$ cat src/rtl/sha256h_pkg.sv
`timescale 1ns / 1ps
`default_nettype none
// ----------------------------------------------------------------------------
// sha256h_pkg
// constants, state encoding and round functions of the sha-256 hasher
// ----------------------------------------------------------------------------
package sha256h_pkg;

	typedef logic [31:0] word_t;

	localparam word_t IV [8] = '{
		32'h6a09e667, 32'hbb67ae85, 32'h3c6ef372, 32'ha54ff53a,
		32'h510e527f, 32'h9b05688c, 32'h1f83d9ab, 32'h5be0cd19
	};

	localparam word_t K_TAB [64] = '{
		32'h428a2f98, 32'h71374491, 32'hb5c0fbcf, 32'he9b5dba5,
		32'h3956c25b, 32'h59f111f1, 32'h923f82a4, 32'hab1c5ed5,
		32'hd807aa98, 32'h12835b01, 32'h243185be, 32'h550c7dc3,
		32'h72be5d74, 32'h80deb1fe, 32'h9bdc06a7, 32'hc19bf174,
		32'he49b69c1, 32'hefbe4786, 32'h0fc19dc6, 32'h240ca1cc,
		32'h2de92c6f, 32'h4a7484aa, 32'h5cb0a9dc, 32'h76f988da,
		32'h983e5152, 32'ha831c66d, 32'hb00327c8, 32'hbf597fc7,
		32'hc6e00bf3, 32'hd5a79147, 32'h06ca6351, 32'h14292967,
		32'h27b70a85, 32'h2e1b2138, 32'h4d2c6dfc, 32'h53380d13,
		32'h650a7354, 32'h766a0abb, 32'h81c2c92e, 32'h92722c85,
		32'ha2bfe8a1, 32'ha81a664b, 32'hc24b8b70, 32'hc76c51a3,
		32'hd192e819, 32'hd6990624, 32'hf40e3585, 32'h106aa070,
		32'h19a4c116, 32'h1e376c08, 32'h2748774c, 32'h34b0bcb5,
		32'h391c0cb3, 32'h4ed8aa4a, 32'h5b9cca4f, 32'h682e6ff3,
		32'h748f82ee, 32'h78a5636f, 32'h84c87814, 32'h8cc70208,
		32'h90befffa, 32'ha4506ceb, 32'hbef9a3f7, 32'hc67178f2
	};

	localparam logic [7:0] PAD_BYTE   = 8'h80;
	localparam logic [5:0] LEN_OFFSET = 6'd56;
	localparam logic [5:0] LAST_BYTE  = 6'd63;
	localparam logic [5:0] LAST_ROUND = 6'd63;
	localparam logic [2:0] FULL_WORD  = 3'd4;

	typedef enum logic [5:0] {
		ST_IDLE = 6'b000001,
		ST_LOAD = 6'b000010,
		ST_PAD  = 6'b000100,
		ST_COMP = 6'b001000,
		ST_FIN  = 6'b010000,
		ST_DONE = 6'b100000
	} state_t;

	function automatic word_t big_sig0(input word_t x);
		return {x[1:0], x[31:2]} ^ {x[12:0], x[31:13]} ^ {x[21:0], x[31:22]};
	endfunction

	function automatic word_t big_sig1(input word_t x);
		return {x[5:0], x[31:6]} ^ {x[10:0], x[31:11]} ^ {x[24:0], x[31:25]};
	endfunction

	function automatic word_t sml_sig0(input word_t x);
		return {x[6:0], x[31:7]} ^ {x[17:0], x[31:18]} ^ {3'b000, x[31:3]};
	endfunction

	function automatic word_t sml_sig1(input word_t x);
		return {x[16:0], x[31:17]} ^ {x[18:0], x[31:19]} ^ {10'b0, x[31:10]};
	endfunction

endpackage
`default_nettype wire

$ cat src/rtl/sha256_hasher_unit.sv
`timescale 1ns / 1ps
`default_nettype none
// ----------------------------------------------------------------------------
// sha256_hasher_unit
// sha-256 over a byte stream given as big-endian words, with built-in padding
// ----------------------------------------------------------------------------
// input channel: word_valid / word_stall with data_word, byte_count, last.
//   byte_count bytes are taken from bits 31..24 downward (5..7 act as 4).
//   bytes are packed one per cycle, outside compression, into a 16-entry block
//   ram, and the next item is taken during the last packing cycle.
// every 64th byte starts the compression: 64 rounds, one per cycle, with the
//   first 16 schedule words read from the block ram through its registered
//   read port, then the fin state folds the working variables into the
//   chaining hash; the round loop limits the average rate of full input items.
// on an item with last set the block appends 0x80, zeros and the 64-bit bit
//   length one byte per cycle, with one or two more compressions, then
//   presents the digest on digest_valid with the four digest_words_* fields.
// output channel: digest_valid / digest_stall; the digest sits in an output
//   register, and while it is stalled the block keeps taking items of the next
//   message; only a second digest waits for the first to be taken.
// reset (arst_n low) loads the initial hash, clears length and fill; no
//   clearing pass is needed, the block ram is always written before its data is used.
module sha256_hasher_unit (
	input  wire                      clk,
	input  wire                      arst_n,
	input  wire                      word_valid,
	output logic                     word_stall,
	input  wire  [31:0]              data_word,
	input  wire  [2:0]               byte_count,
	input  wire                      last,
	output logic                     digest_valid,
	input  wire                      digest_stall,
	output logic [63:0]              digest_words_0_1,
	output logic [63:0]              digest_words_2_3,
	output logic [63:0]              digest_words_4_5,
	output logic [63:0]              digest_words_6_7
);
	import sha256h_pkg::*;

	state_t      state_q;
	logic [5:0]  fill_q;        // bytes held in the current block
	logic [5:0]  round_q;
	logic [63:0] msg_bits_q;    // running message length in bits
	logic [2:0]  cnt_q;         // bytes of the held item still to pack
	logic        last_q;
	logic        pad_start_q;   // 0x80 byte already packed
	logic        len_mode_q;    // now packing length bytes
	logic        fin_blk_q;     // current block holds the length field
	logic        digest_valid_q;
	word_t       hash_q [8];

	word_t       word_q;
	word_t       cur_q;         // partial block word being assembled
	word_t       wv_q [8];      // working variables a..h
	word_t       w_q [16];      // message schedule window
	word_t       rd_data_q;
	word_t       blk_mem [16];
	logic [63:0] dig_q [4];

	logic        accept;
	logic        push_en;
	logic [7:0]  push_byte;
	logic [7:0]  len_byte;
	word_t       merged;
	logic [3:0]  rd_addr;
	word_t       w_new;
	word_t       wt;
	word_t       t1;
	word_t       t2;
	word_t       ch;
	word_t       maj;
	logic        out_free;

	// item intake: idle, or the last packing cycle of a non-final item
	assign word_stall = !((state_q == ST_IDLE) ||
		((state_q == ST_LOAD) && (cnt_q == 3'd1) && !last_q));
	assign accept     = word_valid && !word_stall;
	assign out_free   = !digest_valid_q || !digest_stall;

	// length byte k of the field sits at offset 56 + k, msb first
	assign len_byte = 8'(msg_bits_q >> {~fill_q[2:0], 3'b000});

	always_comb begin
		push_en   = 1'b0;
		push_byte = 8'h00;
		case (state_q)
			ST_LOAD: begin
				push_en   = (cnt_q != 3'd0);
				push_byte = word_q[31:24];
			end
			ST_PAD: begin
				push_en = 1'b1;
				if (!pad_start_q) begin
					push_byte = PAD_BYTE;
				end else if (len_mode_q || (fill_q == LEN_OFFSET)) begin
					push_byte = len_byte;
				end else begin
					push_byte = 8'h00;
				end
			end
			default: begin
				push_en   = 1'b0;
				push_byte = 8'h00;
			end
		endcase
	end

	// merge the byte into its lane; lane 0 starts a fresh word
	assign merged = ((fill_q[1:0] == 2'd0) ? 32'h0 : cur_q) |
		(32'(push_byte) << {~fill_q[1:0], 3'b000});

	// schedule words 0..15 come from the ram, one read ahead of the round
	assign rd_addr = (state_q == ST_COMP) ? (round_q[3:0] + 4'd1) : 4'd0;

	// round datapath
	assign w_new = w_q[0] + sml_sig0(w_q[1]) + w_q[9] + sml_sig1(w_q[14]);
	assign wt    = (round_q[5:4] == 2'd0) ? rd_data_q : w_new;
	assign ch    = (wv_q[4] & wv_q[5]) ^ (~wv_q[4] & wv_q[6]);
	assign maj   = (wv_q[0] & wv_q[1]) ^ (wv_q[0] & wv_q[2]) ^ (wv_q[1] & wv_q[2]);
	assign t1    = wv_q[7] + big_sig1(wv_q[4]) + ch + K_TAB[round_q] + wt;
	assign t2    = big_sig0(wv_q[0]) + maj;

	// control and architectural state
	always_ff @(posedge clk or negedge arst_n) begin
		if (!arst_n) begin
			state_q        <= ST_IDLE;
			fill_q         <= '0;
			round_q        <= '0;
			msg_bits_q     <= '0;
			cnt_q          <= '0;
			last_q         <= 1'b0;
			pad_start_q    <= 1'b0;
			len_mode_q     <= 1'b0;
			fin_blk_q      <= 1'b0;
			digest_valid_q <= 1'b0;
			for (int i = 0; i < 8; i++) hash_q[i] <= IV[i];
		end else begin
			if ((state_q == ST_DONE) && out_free) begin
				digest_valid_q <= 1'b1;
			end else if (!digest_stall) begin
				digest_valid_q <= 1'b0;
			end

			if (push_en) begin
				fill_q <= fill_q + 6'd1;
				if (state_q == ST_LOAD) begin
					msg_bits_q <= msg_bits_q + 64'd8;
				end
				if (state_q == ST_PAD) begin
					pad_start_q <= 1'b1;
					if (pad_start_q && (len_mode_q || (fill_q == LEN_OFFSET))) begin
						len_mode_q <= 1'b1;
						if (fill_q == LAST_BYTE) fin_blk_q <= 1'b1;
					end
				end
			end

			case (state_q)
				ST_IDLE: begin
					if (accept) state_q <= ST_LOAD;
				end
				ST_LOAD: begin
					if (cnt_q == 3'd0) begin
						state_q <= last_q ? ST_PAD : ST_IDLE;
					end else if (fill_q == LAST_BYTE) begin
						state_q <= ST_COMP;
					end else if ((cnt_q == 3'd1) && !accept) begin
						state_q <= last_q ? ST_PAD : ST_IDLE;
					end
				end
				ST_PAD: begin
					if (fill_q == LAST_BYTE) state_q <= ST_COMP;
				end
				ST_COMP: begin
					round_q <= round_q + 6'd1;
					if (round_q == LAST_ROUND) state_q <= ST_FIN;
				end
				ST_FIN: begin
					for (int i = 0; i < 8; i++) hash_q[i] <= hash_q[i] + wv_q[i];
					if (fin_blk_q) begin
						state_q <= ST_DONE;
					end else if (pad_start_q) begin
						state_q <= ST_PAD;
					end else begin
						state_q <= ST_LOAD;
					end
				end
				ST_DONE: begin
					if (out_free) begin
						for (int i = 0; i < 8; i++) hash_q[i] <= IV[i];
						msg_bits_q  <= '0;
						pad_start_q <= 1'b0;
						len_mode_q  <= 1'b0;
						fin_blk_q   <= 1'b0;
						last_q      <= 1'b0;
						state_q     <= ST_IDLE;
					end
				end
				default: begin
					state_q <= ST_IDLE;
				end
			endcase

			// a newly taken item overrides the count of the one just finished
			if (accept) begin
				cnt_q  <= byte_count[2] ? FULL_WORD : byte_count;
				last_q <= last;
			end else if (push_en && (state_q == ST_LOAD)) begin
				cnt_q <= cnt_q - 3'd1;
			end
		end
	end

	// datapath registers
	always_ff @(posedge clk) begin
		if (accept) begin
			word_q <= data_word;
		end else if (push_en && (state_q == ST_LOAD)) begin
			word_q <= {word_q[23:0], 8'h00};
		end

		if (push_en) cur_q <= merged;

		// block complete: start from the chaining hash
		if (push_en && (fill_q == LAST_BYTE)) begin
			for (int i = 0; i < 8; i++) wv_q[i] <= hash_q[i];
		end

		if (state_q == ST_COMP) begin
			wv_q[7] <= wv_q[6];
			wv_q[6] <= wv_q[5];
			wv_q[5] <= wv_q[4];
			wv_q[4] <= wv_q[3] + t1;
			wv_q[3] <= wv_q[2];
			wv_q[2] <= wv_q[1];
			wv_q[1] <= wv_q[0];
			wv_q[0] <= t1 + t2;
			for (int i = 0; i < 15; i++) w_q[i] <= w_q[i + 1];
			w_q[15] <= wt;
		end

		if ((state_q == ST_DONE) && out_free) begin
			for (int i = 0; i < 4; i++) dig_q[i] <= {hash_q[2 * i], hash_q[2 * i + 1]};
		end
	end

	// block buffer ram, one write and one registered read port
	always_ff @(posedge clk) begin
		if (push_en && (fill_q[1:0] == 2'd3)) blk_mem[fill_q[5:2]] <= merged;
		rd_data_q <= blk_mem[rd_addr];
	end

	assign digest_valid     = digest_valid_q;
	assign digest_words_0_1 = dig_q[0];
	assign digest_words_2_3 = dig_q[1];
	assign digest_words_4_5 = dig_q[2];
	assign digest_words_6_7 = dig_q[3];

`ifndef ASSERT_OFF
	// compression only starts on a full block
	a_comp_full: assert property (@(posedge clk) disable iff (!arst_n)
		(state_q == ST_COMP) |-> (fill_q == 6'd0))
		else $error("compression running with a partial block");

	// the round loop ends in the hash update
	a_round_end: assert property (@(posedge clk) disable iff (!arst_n)
		((state_q == ST_COMP) && (round_q == LAST_ROUND)) |=> (state_q == ST_FIN))
		else $error("round loop did not hand over to the hash update");

	// a digest only appears out of the done state
	a_digest_src: assert property (@(posedge clk) disable iff (!arst_n)
		$rose(digest_valid_q) |-> $past(state_q == ST_DONE))
		else $error("digest raised outside the done state");

	// a taken item is packed next, unless the byte beside it fills the block
	a_take_pack: assert property (@(posedge clk) disable iff (!arst_n)
		(word_valid && !word_stall) |=> ((state_q == ST_LOAD) || (state_q == ST_COMP)))
		else $error("item taken but not packed");
`endif

endmodule
`default_nettype wire
$ cat config.mk
export PLATFORM = sky130hd
export DESIGN_NAME = sha256_hasher_unit
export DESIGN_NICKNAME = d
export VERILOG_FILES = /design/src/rtl/sha256h_pkg.sv /design/src/rtl/sha256_hasher_unit.sv
export SDC_FILE = /design/constraint.sdc
export NUM_CORES = 2
export LEC_CHECK = 0
export BUFFER_PORTS_ARGS = -buffer_cell sky130_fd_sc_hd__buf_2
export CORE_MARGIN = 8
export CORE_UTILIZATION = 42
export CTS_CLUSTER_DIAMETER = 60
export DETAILED_ROUTE_END_ITERATION = 8
export HOLD_SLACK_MARGIN = 0.03
export PLACE_DENSITY = 0.67
export SLEW_MARGIN = 20
export SYNTH_ARGS = -nofsm -noshare
export SYNTH_HDL_FRONTEND = slang
export SYNTH_SLANG_ARGS = --single-unit
export TNS_END_PERCENT = 10
$ cat constraint.sdc
create_clock -name clk -period 26.8 [get_ports clk]
set_input_delay 1.34 -clock clk [delete_from_list [all_inputs] [get_ports clk]]
set_output_delay 1.34 -clock clk [all_outputs]
set_load 0.005 [all_outputs]
==> flow_summary.ini <==
[status]
status = complete, no violations

[power_and_ir_drop]
vdd_drop_max_mv = 0.174
power_density_nw_per_um2 = 114
p_leak_uw = 0.0447

[clock_tree]
cts_tree = built
htree_num_levels = 4
cts_max_path_buffers = 3
post_cts_buffers = 0
post_cts_resized = 0
cts_made_buffers = 204
ctsHoldBuffers = 0
root_buffer = clkbuf_16
clock_latency_ns = 0.87
cts.clk_slew.worst_paths_ns = 0.06
cts.sink_count = 1975

[setup_path]
crit_top_cell = inv_1
critPathMaxStageDelay_ns = 0.59
reg2regPathDepth = 46
r2r_setup_slack_ns = 15.51
rr_endpoint = wv_q[0][31]
cp_max_fo = 6
startpoint_type = flop
crit_arrival_ns = 11.97
worstSetupPathType = reg -> reg
reg2reg_from = w_q[1][212]
cp_slowest_cell = a311oi_1
crit_path_end_kind = flop
required_ns = 27.49

[routing]
avgViaCountPerCell = 5.74
vias = 70400
drc = 0
drt-initial-drc-count = 7466
ant_nets = 0
wl_mm = 314
wl_per_cell_um = 25.6
dr.pass1.iters = 6

[cells_and_area]
drive_above_1_share_pct = 12.3
fin_cells = 12200
syn_to_final_growth_pct = 12.5
layout.nets = 9540
nFillCells = 21300

[logic_synthesis]
avgSynthCellArea_um2 = 11.6
synth-edff-count = 1600
ys_seq_area_share_pct = 57.2
synthesis.area_um2 = 100000
syn_inst = 8647
async_flop_share_pct = 17.4
synth-main-ff-cell = edfxtp_1
synth_nets = 9289
yosysWarningCount = 0
synth_seq_cells = 1975
synth.distinct_cells = 110

[global_routing]
grtUsageTotal_pct = 23.8
grt_antenna_before_repair = 15
grt_max_degree = 194
grt-ovfl-total = 0
grt_pass1_wl_mm = 459
first_global_vias = 68200

[die]
ios = 298
fp.dieH_um = 505
num_rows = 179
initial_utilization_pct = 42.2
dieArea_um2 = 255000
core_um2 = 238000
die_x_um = 505

[sta]
hold_violations = 0
finalSetupViolations = 0
rsz0062_at_grt = no
fin_skew_ns = 0.0522
tns_ns = 0
fin_crit_sh_pct = 42.1
fin_crit_ns = 11.29
slew_headroom_pct = 11.7
worst_slew_pin_slew_ns = 1.31
fmax_mhz = 88.6
drv_slew = 0
holdWs_ns = 0.401
setup_slack_ns = 15.51

[placement]
pre_cts_ws_ns = 15.77
dp.cells = 11900
port_buffers = 297
gp_congestion = 0.942
hpwl_mm = 220

[min_path]
hold_depth = 0
min_to = w_q[1][200]
hold_path.class = reg -> reg
hold_start = w_q[1][232]

[flow_run]
maxCapViolations = 0
-- worst max path at each step --
stage                 from           to  slack (ns)  depth (start not counted)
3_3_place_gp   w_q[1][212]  wv_q[0][31]       15.82                         46
5_1_grt        w_q[1][212]  wv_q[0][31]       14.97                         46
2_1_floorplan   state_q[1]   wv_q[0][0]        5.29                          6
6_report       w_q[1][212]  wv_q[0][31]       15.51                         46
4_1_cts        w_q[1][212]  wv_q[0][31]       15.71                         46
3_5_place_dp   w_q[1][212]  wv_q[0][31]       15.77                         46
-- power by group --
part           internal [uW]  switching [uW]
Sequential              3700             232
Clock                   1760            1270
Combinational           2280            3650
-- worst max-delay path, delay by kind of cell, from the launching register on --
| family | cells | cell delay (ns) |
|---|---|---|
| buffers and inverters | 9 | 0.66 |
| AND/OR/NAND/NOR | 4 | 0.76 |
| AO/OA/AOI/OAI | 18 | 3.67 |
| XOR/XNOR | 5 | 1.32 |
| adder cells (fa/ha/maj) | 10 | 4.28 |
| flip-flops | 1 | 0.47 |
-- cells in the mapped netlist (all sizes together), types with 72 or more instances --
| master | count | area, um^2 |
|---|---|---|
| fa | 196 | 3920 |
| nand3 | 228 | 1150 |
| and3 | 86 | 539 |
| mux2i | 111 | 1110 |
| a211oi | 82 | 626 |
| buf | 76 | 337 |
| nand2 | 1264 | 4750 |
| xnor2 | 372 | 3270 |
| a21o | 214 | 1610 |
| ha | 406 | 5080 |
| dfstp | 137 | 3600 |
| inv | 523 | 1960 |
| edfxtp | 1600 | 48000 |
| nor3 | 137 | 691 |
| mux2 | 73 | 822 |
| xor2 | 260 | 2280 |
| clkbuf | 313 | 1170 |
| o21ai | 559 | 2810 |
| nor2 | 403 | 1520 |
| a31oi | 72 | 457 |
| dfrtp | 206 | 5150 |
| a21oi | 558 | 2800 |
-- cell type report --
| class | count | area (um^2) | area share [%] |
|---|---|---|---|
| Timing Repair Buffer | 434 | 2600 | 2.30 |
| Clock buffer | 246 | 5490 | 4.86 |
| Inverter | 525 | 1990 | 1.76 |
| Antenna cell | 4 | 10.0 | 0.00886 |
| Multi-Input combinational cell | 5758 | 39700 | 35.2 |
| Sequential cell | 1975 | 57500 | 50.9 |
| Tap cell | 3167 | 3960 | 3.51 |
| Clock inverter | 139 | 1760 | 1.55 |
-- flip-flops by register name, indices dropped and copies added (netlist names) --
signal        cells
msg_bits_q       61
len_mode_q        1
state_q           6
hash_q          256
w_q             512
last_q            1
word_q           32
cnt_q             3
fill_q            6
blk_mem         512
dig_q           256
fin_blk_q         1
cur_q            32
pad_start_q       1
digest_valid      1
rd_data_q        32
wv_q            256
round_q           6
-- metrics by stage --
stage          total power [uW]  cell area, um^2  util [%]
6_report                  12900           113000      47.5
5_1_grt                   13600           113000      47.5
4_1_cts                   12800           113000      47.5
3_5_place_dp               9770           106000      44.4
3_3_place_gp               9700           106000      44.4
2_1_floorplan              8050           100000         -
-- metal layers --
layer | share of wire (%) | wire, um | vias up | global-route usage, %
met3 | 8.7 | 27400 | 562 | 4.46
met1 | 42 | 133000 | 35100 | 33.5
met2 | 44 | 139000 | 3247 | 36.4
met4 | 4.6 | 14400 | 2 | 9.46
li1 | - | - | 31400 | -
met5 | 0.0041 | 13 | - | 0
-- cell usage in the layout (no fill, tap or decap), drive strengths merged, types with 52 or more instances in the layout --
master / netlist / layout
nand2: 1264 / 1264
a211oi: 82 / 82
inv: 523 / 540
clkinv: 2 / 82
clkbuf: 313 / 246
a21o: 214 / 214
nand3: 228 / 228
nor2: 403 / 403
and3: 86 / 86
dfstp: 137 / 137
o21ai: 559 / 559
xnor2: 372 / 372
xor2: 260 / 260
edfxtp: 1600 / 1600
fa: 196 / 196
nand2b: 61 / 61
mux2: 73 / 73
ha: 406 / 406
a21oi: 558 / 558
buf: 76 / 434
a31oi: 72 / 72
o31ai: 56 / 56
o21a: 52 / 52
mux2i: 111 / 111
nor3: 137 / 137
dfrtp: 206 / 206
-- logic make-up (layout without fill, tap and decap cells) --
group           count (synthesis)  count (layout)  share of synthesized area, %
xor+xnor                      634             634                          5.56
mux                           210             210                          2.51
other cells                     0               4                             0
flops                        1975            1975                          57.2
simple gates                 2405            2405                          10.5
fa+ha+maj                     607             607                          9.01
buf+inv                       914            1344                          3.47
compound gates               1902            1902                          11.7
No activity file was read; power rests on OpenSTA's default activity.
